$ cat src/hw/rtl/slwd_pkg.sv
// shared types and constants of the sync/length word deframer
// used by the channel interfaces, the top level and its checker; no dependencies
package slwd_pkg;

    localparam int unsigned BYTE_W = 8;
    localparam int unsigned WORD_W = 32;
    localparam int unsigned OVH_W  = 8;
    localparam int unsigned CNT_W  = 16;
    localparam int unsigned CFG_IDX_W = 2;

    // configuration register indexes
    typedef enum logic [CFG_IDX_W-1:0] {
        CFG_SYNC_A   = 2'd0,
        CFG_SYNC_B   = 2'd1,
        CFG_OVERHEAD = 2'd2,
        CFG_MAX_WORDS = 2'd3
    } t_cfg_idx;

    // reset values of the configuration registers
    localparam logic [WORD_W-1:0] SYNC_A_RST    = '0;
    localparam logic [WORD_W-1:0] SYNC_B_RST    = '0;
    localparam logic [OVH_W-1:0]  OVERHEAD_RST  = 8'd2;
    localparam logic [CNT_W-1:0]  MAX_WORDS_RST = 16'hFFFF;

    // shortest frame: sync word plus length word
    localparam logic [CNT_W-1:0]  MIN_FRAME_WORDS = 16'd2;

endpackage

$ cat src/hw/rtl/slwd_byte_if.sv
// byte channel into the deframer: valid/ready handshake and one raw byte
// depends on slwd_pkg
interface slwd_byte_if;
    logic                         valid;
    logic                         ready;
    logic [slwd_pkg::BYTE_W-1:0]  in_byte;

    modport source (output valid, output in_byte, input ready);
    modport sink   (input valid, input in_byte, output ready);
endinterface

$ cat src/hw/rtl/slwd_word_if.sv
// frame word channel out of the deframer: valid/ready handshake and word marks
// depends on slwd_pkg
interface slwd_word_if;
    logic                         valid;
    logic                         ready;
    logic [slwd_pkg::WORD_W-1:0]  frame_word;
    logic                         first_word;
    logic                         last_word;
    logic                         sync_kind;
    logic                         cut_error;

    modport source (output valid, output frame_word, output first_word,
                    output last_word, output sync_kind, output cut_error,
                    input ready);
    modport sink   (input valid, input frame_word, input first_word,
                    input last_word, input sync_kind, input cut_error,
                    output ready);
endinterface

$ cat src/hw/rtl/sync_length_word_deframer.sv
// sync/length word deframer: packs bytes into little-endian words and frames them
// depends on slwd_pkg, slwd_byte_if and slwd_word_if
//
// The block takes one byte per cycle and gathers four bytes into a 32-bit word,
// first byte in bits 7..0. While hunting, words that match neither sync pattern
// are dropped. A match opens a frame (kind 0 for pattern a, which wins when both
// match, kind 1 for pattern b); the next word is a byte length and the frame
// holds length/4 + overhead_words words, sync and length words included, at
// least 2 and at most max_frame_words (itself at least 2). A frame cut at the
// maximum carries cut_error on its last word. Every frame word leaves on the
// output channel with first/last marks. One byte is accepted per cycle; the
// only wait comes on the fourth byte of a word while the output register still
// holds an untaken word. A word is on the output in the cycle after its last
// byte is accepted. Configuration is taken on any cycle with i_cfg_we high and
// should be changed only while no frame is in progress; a frame's length is
// fixed when its length word arrives.
module sync_length_word_deframer (
    input  logic                              i_clk,
    input  logic                              i_rst_n,
    slwd_byte_if.sink                         i_byte,
    slwd_word_if.source                       o_word,
    input  logic                              i_cfg_we,
    input  logic [slwd_pkg::CFG_IDX_W-1:0]    i_cfg_idx,
    input  logic [slwd_pkg::WORD_W-1:0]       i_cfg_data
);

    localparam int unsigned TOT_W = slwd_pkg::WORD_W - 1;

    typedef enum logic [1:0] {
        PH_HUNT   = 2'd0,
        PH_LENGTH = 2'd1,
        PH_BODY   = 2'd2
    } t_phase;

    // configuration registers
    logic [slwd_pkg::WORD_W-1:0]  r_sync_a;
    logic [slwd_pkg::WORD_W-1:0]  r_sync_b;
    logic [slwd_pkg::OVH_W-1:0]   r_overhead;
    logic [slwd_pkg::CNT_W-1:0]   r_max_words;

    // word assembly and frame state
    logic [1:0]                   r_lane;
    logic [23:0]                  r_partial;
    t_phase                       r_phase, n_phase;
    logic [slwd_pkg::CNT_W-1:0]   r_words_left, n_words_left;
    logic                         r_kind, n_kind;
    logic                         r_cut, n_cut;

    // output register
    logic                         r_out_valid;
    logic [slwd_pkg::WORD_W-1:0]  r_out_word;
    logic                         r_out_first, r_out_last, r_out_kind, r_out_cut;
    logic                         n_emit, n_first, n_last, n_out_cut;

    logic                         accept;
    logic                         word_done;
    logic [slwd_pkg::WORD_W-1:0]  word;

    // length word arithmetic
    logic [TOT_W-1:0]             total_raw;
    logic [TOT_W-1:0]             total_min;
    logic [slwd_pkg::CNT_W-1:0]   max_eff;
    logic                         too_long;
    logic [slwd_pkg::CNT_W-1:0]   total_words;
    logic [slwd_pkg::CNT_W-1:0]   body_left;

    // bytes of lanes 0..2 never produce a word, so they pass even when the
    // output register is full
    assign i_byte.ready = (r_lane != 2'd3) || !r_out_valid || o_word.ready;
    assign accept       = i_byte.valid && i_byte.ready;
    assign word_done    = accept && (r_lane == 2'd3);
    assign word         = {i_byte.in_byte, r_partial};

    // frame total from the length word, clamped to [2, max]
    always_comb begin
        total_raw = {1'b0, word[slwd_pkg::WORD_W-1:2]} + TOT_W'(r_overhead);
        total_min = (total_raw < TOT_W'(slwd_pkg::MIN_FRAME_WORDS))
                  ? TOT_W'(slwd_pkg::MIN_FRAME_WORDS) : total_raw;
        max_eff   = (r_max_words < slwd_pkg::MIN_FRAME_WORDS)
                  ? slwd_pkg::MIN_FRAME_WORDS : r_max_words;
        too_long  = total_min > TOT_W'(max_eff);
        // not too long means total_min fits in the count width
        total_words = too_long ? max_eff : total_min[slwd_pkg::CNT_W-1:0];
        body_left   = total_words - slwd_pkg::MIN_FRAME_WORDS;
    end

    // per-word frame decisions
    always_comb begin
        n_phase      = r_phase;
        n_words_left = r_words_left;
        n_kind       = r_kind;
        n_cut        = r_cut;
        n_emit       = 1'b0;
        n_first      = 1'b0;
        n_last       = 1'b0;
        n_out_cut    = 1'b0;
        unique case (r_phase)
            PH_LENGTH: begin
                n_emit       = 1'b1;
                n_cut        = too_long;
                n_words_left = body_left;
                if (body_left == '0) begin
                    n_phase   = PH_HUNT;
                    n_last    = 1'b1;
                    n_out_cut = too_long;
                end else begin
                    n_phase = PH_BODY;
                end
            end
            PH_BODY: begin
                n_emit       = 1'b1;
                n_words_left = r_words_left - 1'b1;
                if (n_words_left == '0) begin
                    n_phase   = PH_HUNT;
                    n_last    = 1'b1;
                    n_out_cut = r_cut;
                end
            end
            default: begin
                // hunting, and the unused phase code behaves the same
                n_phase = PH_HUNT;
                if (word == r_sync_a || word == r_sync_b) begin
                    n_emit       = 1'b1;
                    n_first      = 1'b1;
                    n_kind       = (word == r_sync_a) ? 1'b0 : 1'b1;
                    n_cut        = 1'b0;
                    n_words_left = '0;
                    n_phase      = PH_LENGTH;
                end
            end
        endcase
    end

    // configuration writes
    always_ff @(posedge i_clk) begin
        if (!i_rst_n) begin
            r_sync_a    <= slwd_pkg::SYNC_A_RST;
            r_sync_b    <= slwd_pkg::SYNC_B_RST;
            r_overhead  <= slwd_pkg::OVERHEAD_RST;
            r_max_words <= slwd_pkg::MAX_WORDS_RST;
        end else if (i_cfg_we) begin
            unique case (slwd_pkg::t_cfg_idx'(i_cfg_idx))
                slwd_pkg::CFG_SYNC_A:    r_sync_a    <= i_cfg_data;
                slwd_pkg::CFG_SYNC_B:    r_sync_b    <= i_cfg_data;
                slwd_pkg::CFG_OVERHEAD:
                    r_overhead  <= i_cfg_data[slwd_pkg::OVH_W-1:0];
                slwd_pkg::CFG_MAX_WORDS:
                    r_max_words <= i_cfg_data[slwd_pkg::CNT_W-1:0];
                default: ;
            endcase
        end
    end

    // byte assembly, frame state and output register
    always_ff @(posedge i_clk) begin
        if (!i_rst_n) begin
            r_lane       <= '0;
            r_partial    <= '0;
            r_phase      <= PH_HUNT;
            r_words_left <= '0;
            r_kind       <= 1'b0;
            r_cut        <= 1'b0;
            r_out_valid  <= 1'b0;
        end else begin
            if (accept) begin
                r_lane <= r_lane + 2'd1;
                unique case (r_lane)
                    2'd0:    r_partial[7:0]   <= i_byte.in_byte;
                    2'd1:    r_partial[15:8]  <= i_byte.in_byte;
                    2'd2:    r_partial[23:16] <= i_byte.in_byte;
                    default: r_partial        <= '0;
                endcase
            end
            if (word_done) begin
                r_phase      <= n_phase;
                r_words_left <= n_words_left;
                r_kind       <= n_kind;
                r_cut        <= n_cut;
            end
            if (word_done && n_emit) begin
                r_out_valid <= 1'b1;
                r_out_word  <= word;
                r_out_first <= n_first;
                r_out_last  <= n_last;
                r_out_kind  <= n_kind;
                r_out_cut   <= n_out_cut;
            end else if (o_word.ready) begin
                r_out_valid <= 1'b0;
            end
        end
    end

    assign o_word.valid      = r_out_valid;
    assign o_word.frame_word = r_out_word;
    assign o_word.first_word = r_out_first;
    assign o_word.last_word  = r_out_last;
    assign o_word.sync_kind  = r_out_kind;
    assign o_word.cut_error  = r_out_cut;

endmodule

$ cat src/flat_wrapper.sv
// flat-port wrapper written by rule: the top's interface ports become plain ports
module sync_length_word_deframer_flat 
  (i_clk, i_rst_n, i_cfg_we, i_cfg_idx, i_cfg_data, i_byte_valid, i_byte_in_byte, i_byte_ready, o_word_valid, o_word_frame_word, o_word_first_word, o_word_last_word, o_word_sync_kind, o_word_cut_error, o_word_ready);
  slwd_byte_if i_byte_i ();
  slwd_word_if o_word_i ();
  input  logic i_clk;
  input  logic i_rst_n;
  input  logic i_cfg_we;
  input  logic [slwd_pkg::CFG_IDX_W-1:0] i_cfg_idx;
  input  logic [slwd_pkg::WORD_W-1:0] i_cfg_data;
  input wire logic [$bits(i_byte_i.valid)-1:0] i_byte_valid;
  input wire logic [$bits(i_byte_i.in_byte)-1:0] i_byte_in_byte;
  output wire logic [$bits(i_byte_i.ready)-1:0] i_byte_ready;
  output wire logic [$bits(o_word_i.valid)-1:0] o_word_valid;
  output wire logic [$bits(o_word_i.frame_word)-1:0] o_word_frame_word;
  output wire logic [$bits(o_word_i.first_word)-1:0] o_word_first_word;
  output wire logic [$bits(o_word_i.last_word)-1:0] o_word_last_word;
  output wire logic [$bits(o_word_i.sync_kind)-1:0] o_word_sync_kind;
  output wire logic [$bits(o_word_i.cut_error)-1:0] o_word_cut_error;
  input wire logic [$bits(o_word_i.ready)-1:0] o_word_ready;
  assign i_byte_i.valid = i_byte_valid;
  assign i_byte_i.in_byte = i_byte_in_byte;
  assign i_byte_ready = i_byte_i.ready;
  assign o_word_valid = o_word_i.valid;
  assign o_word_frame_word = o_word_i.frame_word;
  assign o_word_first_word = o_word_i.first_word;
  assign o_word_last_word = o_word_i.last_word;
  assign o_word_sync_kind = o_word_i.sync_kind;
  assign o_word_cut_error = o_word_i.cut_error;
  assign o_word_i.ready = o_word_ready;
  sync_length_word_deframer u_core (.i_clk(i_clk), .i_rst_n(i_rst_n), .i_byte(i_byte_i), .o_word(o_word_i), .i_cfg_we(i_cfg_we), .i_cfg_idx(i_cfg_idx), .i_cfg_data(i_cfg_data));
endmodule
$ cat config.mk
export PLATFORM = sky130hd
export DESIGN_NAME = sync_length_word_deframer_flat
export DESIGN_NICKNAME = d
export VERILOG_FILES = /design/src/hw/rtl/slwd_pkg.sv /design/src/hw/rtl/slwd_byte_if.sv /design/src/hw/rtl/slwd_word_if.sv /design/src/hw/rtl/sync_length_word_deframer.sv /design/src/flat_wrapper.sv
export SDC_FILE = /design/constraint.sdc
export NUM_CORES = 1
export LEC_CHECK = 0
export ABC_AREA = 1
export BUFFER_PORTS_ARGS = -buffer_cell sky130_fd_sc_hd__buf_2
export CORE_MARGIN = 2
export CORE_UTILIZATION = 59
export DETAILED_ROUTE_END_ITERATION = 16
export GPL_TIMING_DRIVEN = 0
export PLACE_DENSITY = 0.76
export REMOVE_ABC_BUFFERS = 1
export SYNTH_ARGS = -nofsm -noshare
export SYNTH_HDL_FRONTEND = slang
export SYNTH_SLANG_ARGS = --single-unit
export TNS_END_PERCENT = 100
$ cat constraint.sdc
create_clock -name i_clk -period 5.3 [get_ports i_clk]
set_input_delay 0.265 -clock i_clk [delete_from_list [all_inputs] [get_ports i_clk]]
set_output_delay 0.265 -clock i_clk [all_outputs]
set_load 0.05 [all_outputs]
==> flow_summary_export.csv <==
group,metric,value,unit
grt,grt_pass1_vias,8844,
sta,setup_violations,0,
final_layout,drive_gt1_frac,0.156,
sta,min_period_over_period,0.970,
final_layout,diodes,0,
sta,maxSlewViolCount,0,
clock_tree,cts_hold_buf,0,
routing,drtIter0Drc,800,
placement,dp_hpwl,21800,um
hold_path,hold-path-cell-count,3,
routing,wirelength,30200,um
die,core_area,0.0166,mm2
pwr,power_density,275,mW/mm2
routing,vias,9748,
clock_tree,cts.htree.levels,4,
hold_path,hold_path.startpoint,"i_cfg_data[16]",
critical_path,crit_top_cell,"nand2_1",
clock_tree,cts_tree,"yes",
synth,synth-compound-area-share,0.122,
outcome,run_status,"complete, no violations",
die,start_util,0.605,
routing,drtAntennaViolNets,0,
critical_path,cp.arrival,5.44,ns
final_layout,mostFrequentLayoutCell,"nand2_1",
critical_path,r2r_cells,41,
routing,avgViaCountPerCell,5.68,
routing,route.detailed.drc,0,
final_layout,multi_input_area,0.00567,mm2
pwr,vdd_drop_max,0.222,mV
synth,yosysWarnings,0,
clock_tree,path_clk_slew,0.08,ns
sta,maxSlewHeadroom,0.128,
die,rows,47,
grt,grtUsageTotal,0.334,
grt,antenna_found_initial,0,
final_layout,syn_to_final_growth,13.4,%
placement,io_buffers,84,
sta,period_needed,5.14,ns
final_layout,fin_util,0.686,
routing,wl_per_cell,17.6,um
placement,routabilityCongestion,0.975,
critical_path,startpoint_type,"flop",
grt,grt_overflow,0,
critical_path,cp.required,5.60,ns
critical_path,path_max_fanout,7,
synth,synth_xor_xnor_area_share,0.0582,
die,die_h,135,um
synth,ys_seq_elements,171,
clock_tree,clk_latency,0.44,ns
critical_path,worst_path_max_delay_cell,"dfxtp_4",
final_layout,nFillCells,1468,
clock_tree,cts_num_sinks,171,
pwr,leakagePower,0.00503,uW
synth,yosysUniqueCellTypes,46,
final_layout,regArea,0.00380,mm2
clock_tree,cts_root_buf,"clkbuf_16",
final_layout,fin_nets,1564,
critical_path,path_class,"flop to flop",
synth,seq_area_frac_synth,0.376,
grt,grt_start_max_net_pins,80,
synth,syn_area,0.0101,mm2
grt,grt_first_pass_wirelength,46700,um
critical_path,cp-end-kind,"flop",
synth,synth_top_family_by_area,"simple AND/OR/NAND/NOR gates",
critical_path,reg2reg_from,"u_core.r_partial[2]$_SDFFE_PN0P_",
die,die_w,135,um
die,io_pins,85,
synth,synthAdderAreaFrac,0.0430,
synth,synthCells,1428,
run,maxCapViolations,0,
synth,synthSimpleGateAreaFrac,0.316,
hold_path,hold_class,"primary input to flop",
clock_tree,max-clock-path-buffers,2,
clock_tree,cts_made_buffers,17,
sta,worst_pin_slew,1.30,ns
synth,avgSynthCellArea,7.06,um2
sta,skew,0.0127,ns
critical_path,critPathMaxStageDelay,0.37,ns
synth,synth_mux_area_frac,0,
sta,finalSetupTns,0,ns
pwr,finalPower,3140,uW
critical_path,worst_r2r_endpoint,"u_core.o_word.cut_error$_DFFE_PP_",
hold_path,hold_end,"u_core.r_sync_a[16]$_SDFFE_PN0P_",
die,die-area,0.0181,mm2
sta,finalHoldViolCount,0,
sta,max_clock_freq,195,MHz
routing,dr.pass1.iters,5,
critical_path,r2r_setup_slack,0.16,ns
final_layout,mostFrequentLayoutCells,"nand2_1 (288), nor2_1 (218), inv_1 (146)",
-- Yosys cell counts (all sizes together) --
library cell	number	area, um2
fa	1	20.0
edfxtp	36	1080
xnor2	49	429
ha	33	413
nand3b	1	7.51
o21bai	2	15.0
buf	17	108
nor4	9	56.3
nand3	72	390
and3	1	6.26
o22ai	20	125
o211ai	4	30.0
and2	4	27.5
inv	156	586
xor2	18	158
clkinv	3	11.3
nor3	14	75.1
clkbuf	38	146
nand4	43	269
a211oi	16	120
nor3b	1	12.5
o2111ai	5	43.8
dfxtp	135	2700
nand2	318	1240
nor2b	1	13.8
o31ai	1	7.51
nor2	244	1030
a2111oi	2	17.5
or2	10	62.6
a21oi	64	320
o21ai	110	554
-- report_power, final --
group          leakage (uW)  switching [uW]  internal, uW
logic               0.00330             289           157
clock network      0.000293             614           636
registers           0.00143            69.5          1380
total               0.00503             973          2170
-- worst max-delay path, delay by kind of cell, from the launching register on --
family | cells | cell delay, ns
buf+inv | 5 | 0.40
compound gates | 1 | 0.22
fa+ha+maj | 4 | 0.85
flops | 1 | 0.37
simple gates | 30 | 3.00
xor+xnor | 1 | 0.16
-- registers in the layout, indices dropped and copies added (netlist names), 2 cells and up --
signal,cells
u_core.r_max_words,16
u_core.r_phase,2
u_core.r_overhead,8
u_core.o_word.frame_word,32
u_core.r_words_left,16
u_core.r_partial,24
u_core.r_sync_b,32
u_core.r_sync_a,32
u_core.r_lane,2
-- cells by family after synthesis --
family,Yosys count
adder cells (fa/ha/maj),34
flip-flops,171
AND/OR/NAND/NOR,718
AO/OA/AOI/OAI,224
XOR/XNOR,67
buffers and inverters,214
-- metrics by stage --
stage,hold slack [ns],setup slack (ns),instance area (um2),cells
floorplan,0.350,0.295,9820,1373
global placement,0.458,-1.02,10500,1677
detailed placement,0.473,-1.02,10500,1678
CTS,0.0796,0.00751,11200,1713
global route,0.0833,-0.172,11400,1716
finish,0.0851,0.161,11400,1716
-- how the worst max path moves through the flow --
stage	to	depth (start not counted)	from	slack [ns]
5_1_grt	u_core.o_word.cut_error$_DFFE_PP_	41	u_core.r_partial[2]$_SDFFE_PN0P_	-0.17
3_3_place_gp	u_core.o_word.cut_error$_DFFE_PP_	40	u_core.r_partial[2]$_SDFFE_PN0P_	-1.02
4_1_cts	u_core.o_word.cut_error$_DFFE_PP_	41	u_core.r_partial[2]$_SDFFE_PN0P_	0.008
6_report	u_core.o_word.cut_error$_DFFE_PP_	41	u_core.r_partial[2]$_SDFFE_PN0P_	0.16
3_5_place_dp	u_core.o_word.cut_error$_DFFE_PP_	40	u_core.r_partial[2]$_SDFFE_PN0P_	-1.02
2_1_floorplan	u_core.o_word.cut_error$_DFFE_PP_	41	u_core.r_partial[2]$_SDFFE_PN0P_	0.30
-- what timing repair did --
item                                    4_1_cts  5_1_grt
cloned                                        1        0
pin swaps                                     2        9
endpoints found under the hold margin         0        0
endpoints found under the setup margin       18       14
setup buffers                                 2        3
resized for setup                            12       48
-- metal layers --
layer / share of wire / global-route usage
met2: 0.44 / 0.511
met3: 0.087 / 0.0589
met4: 0.034 / 0.127
met1: 0.44 / 0.472
met5: 0 / 0
-- area by class of cell --
class / instances / area share
clock buffers: 17 / 0.0372
clock inverters: 15 / 0.0149
inverters: 159 / 0.0526
multi-input cells: 1044 / 0.497
flip-flops and latches: 171 / 0.332
well taps: 220 / 0.0241
repair buffers: 90 / 0.0422
No activity file was read; power rests on OpenSTA's default activity.
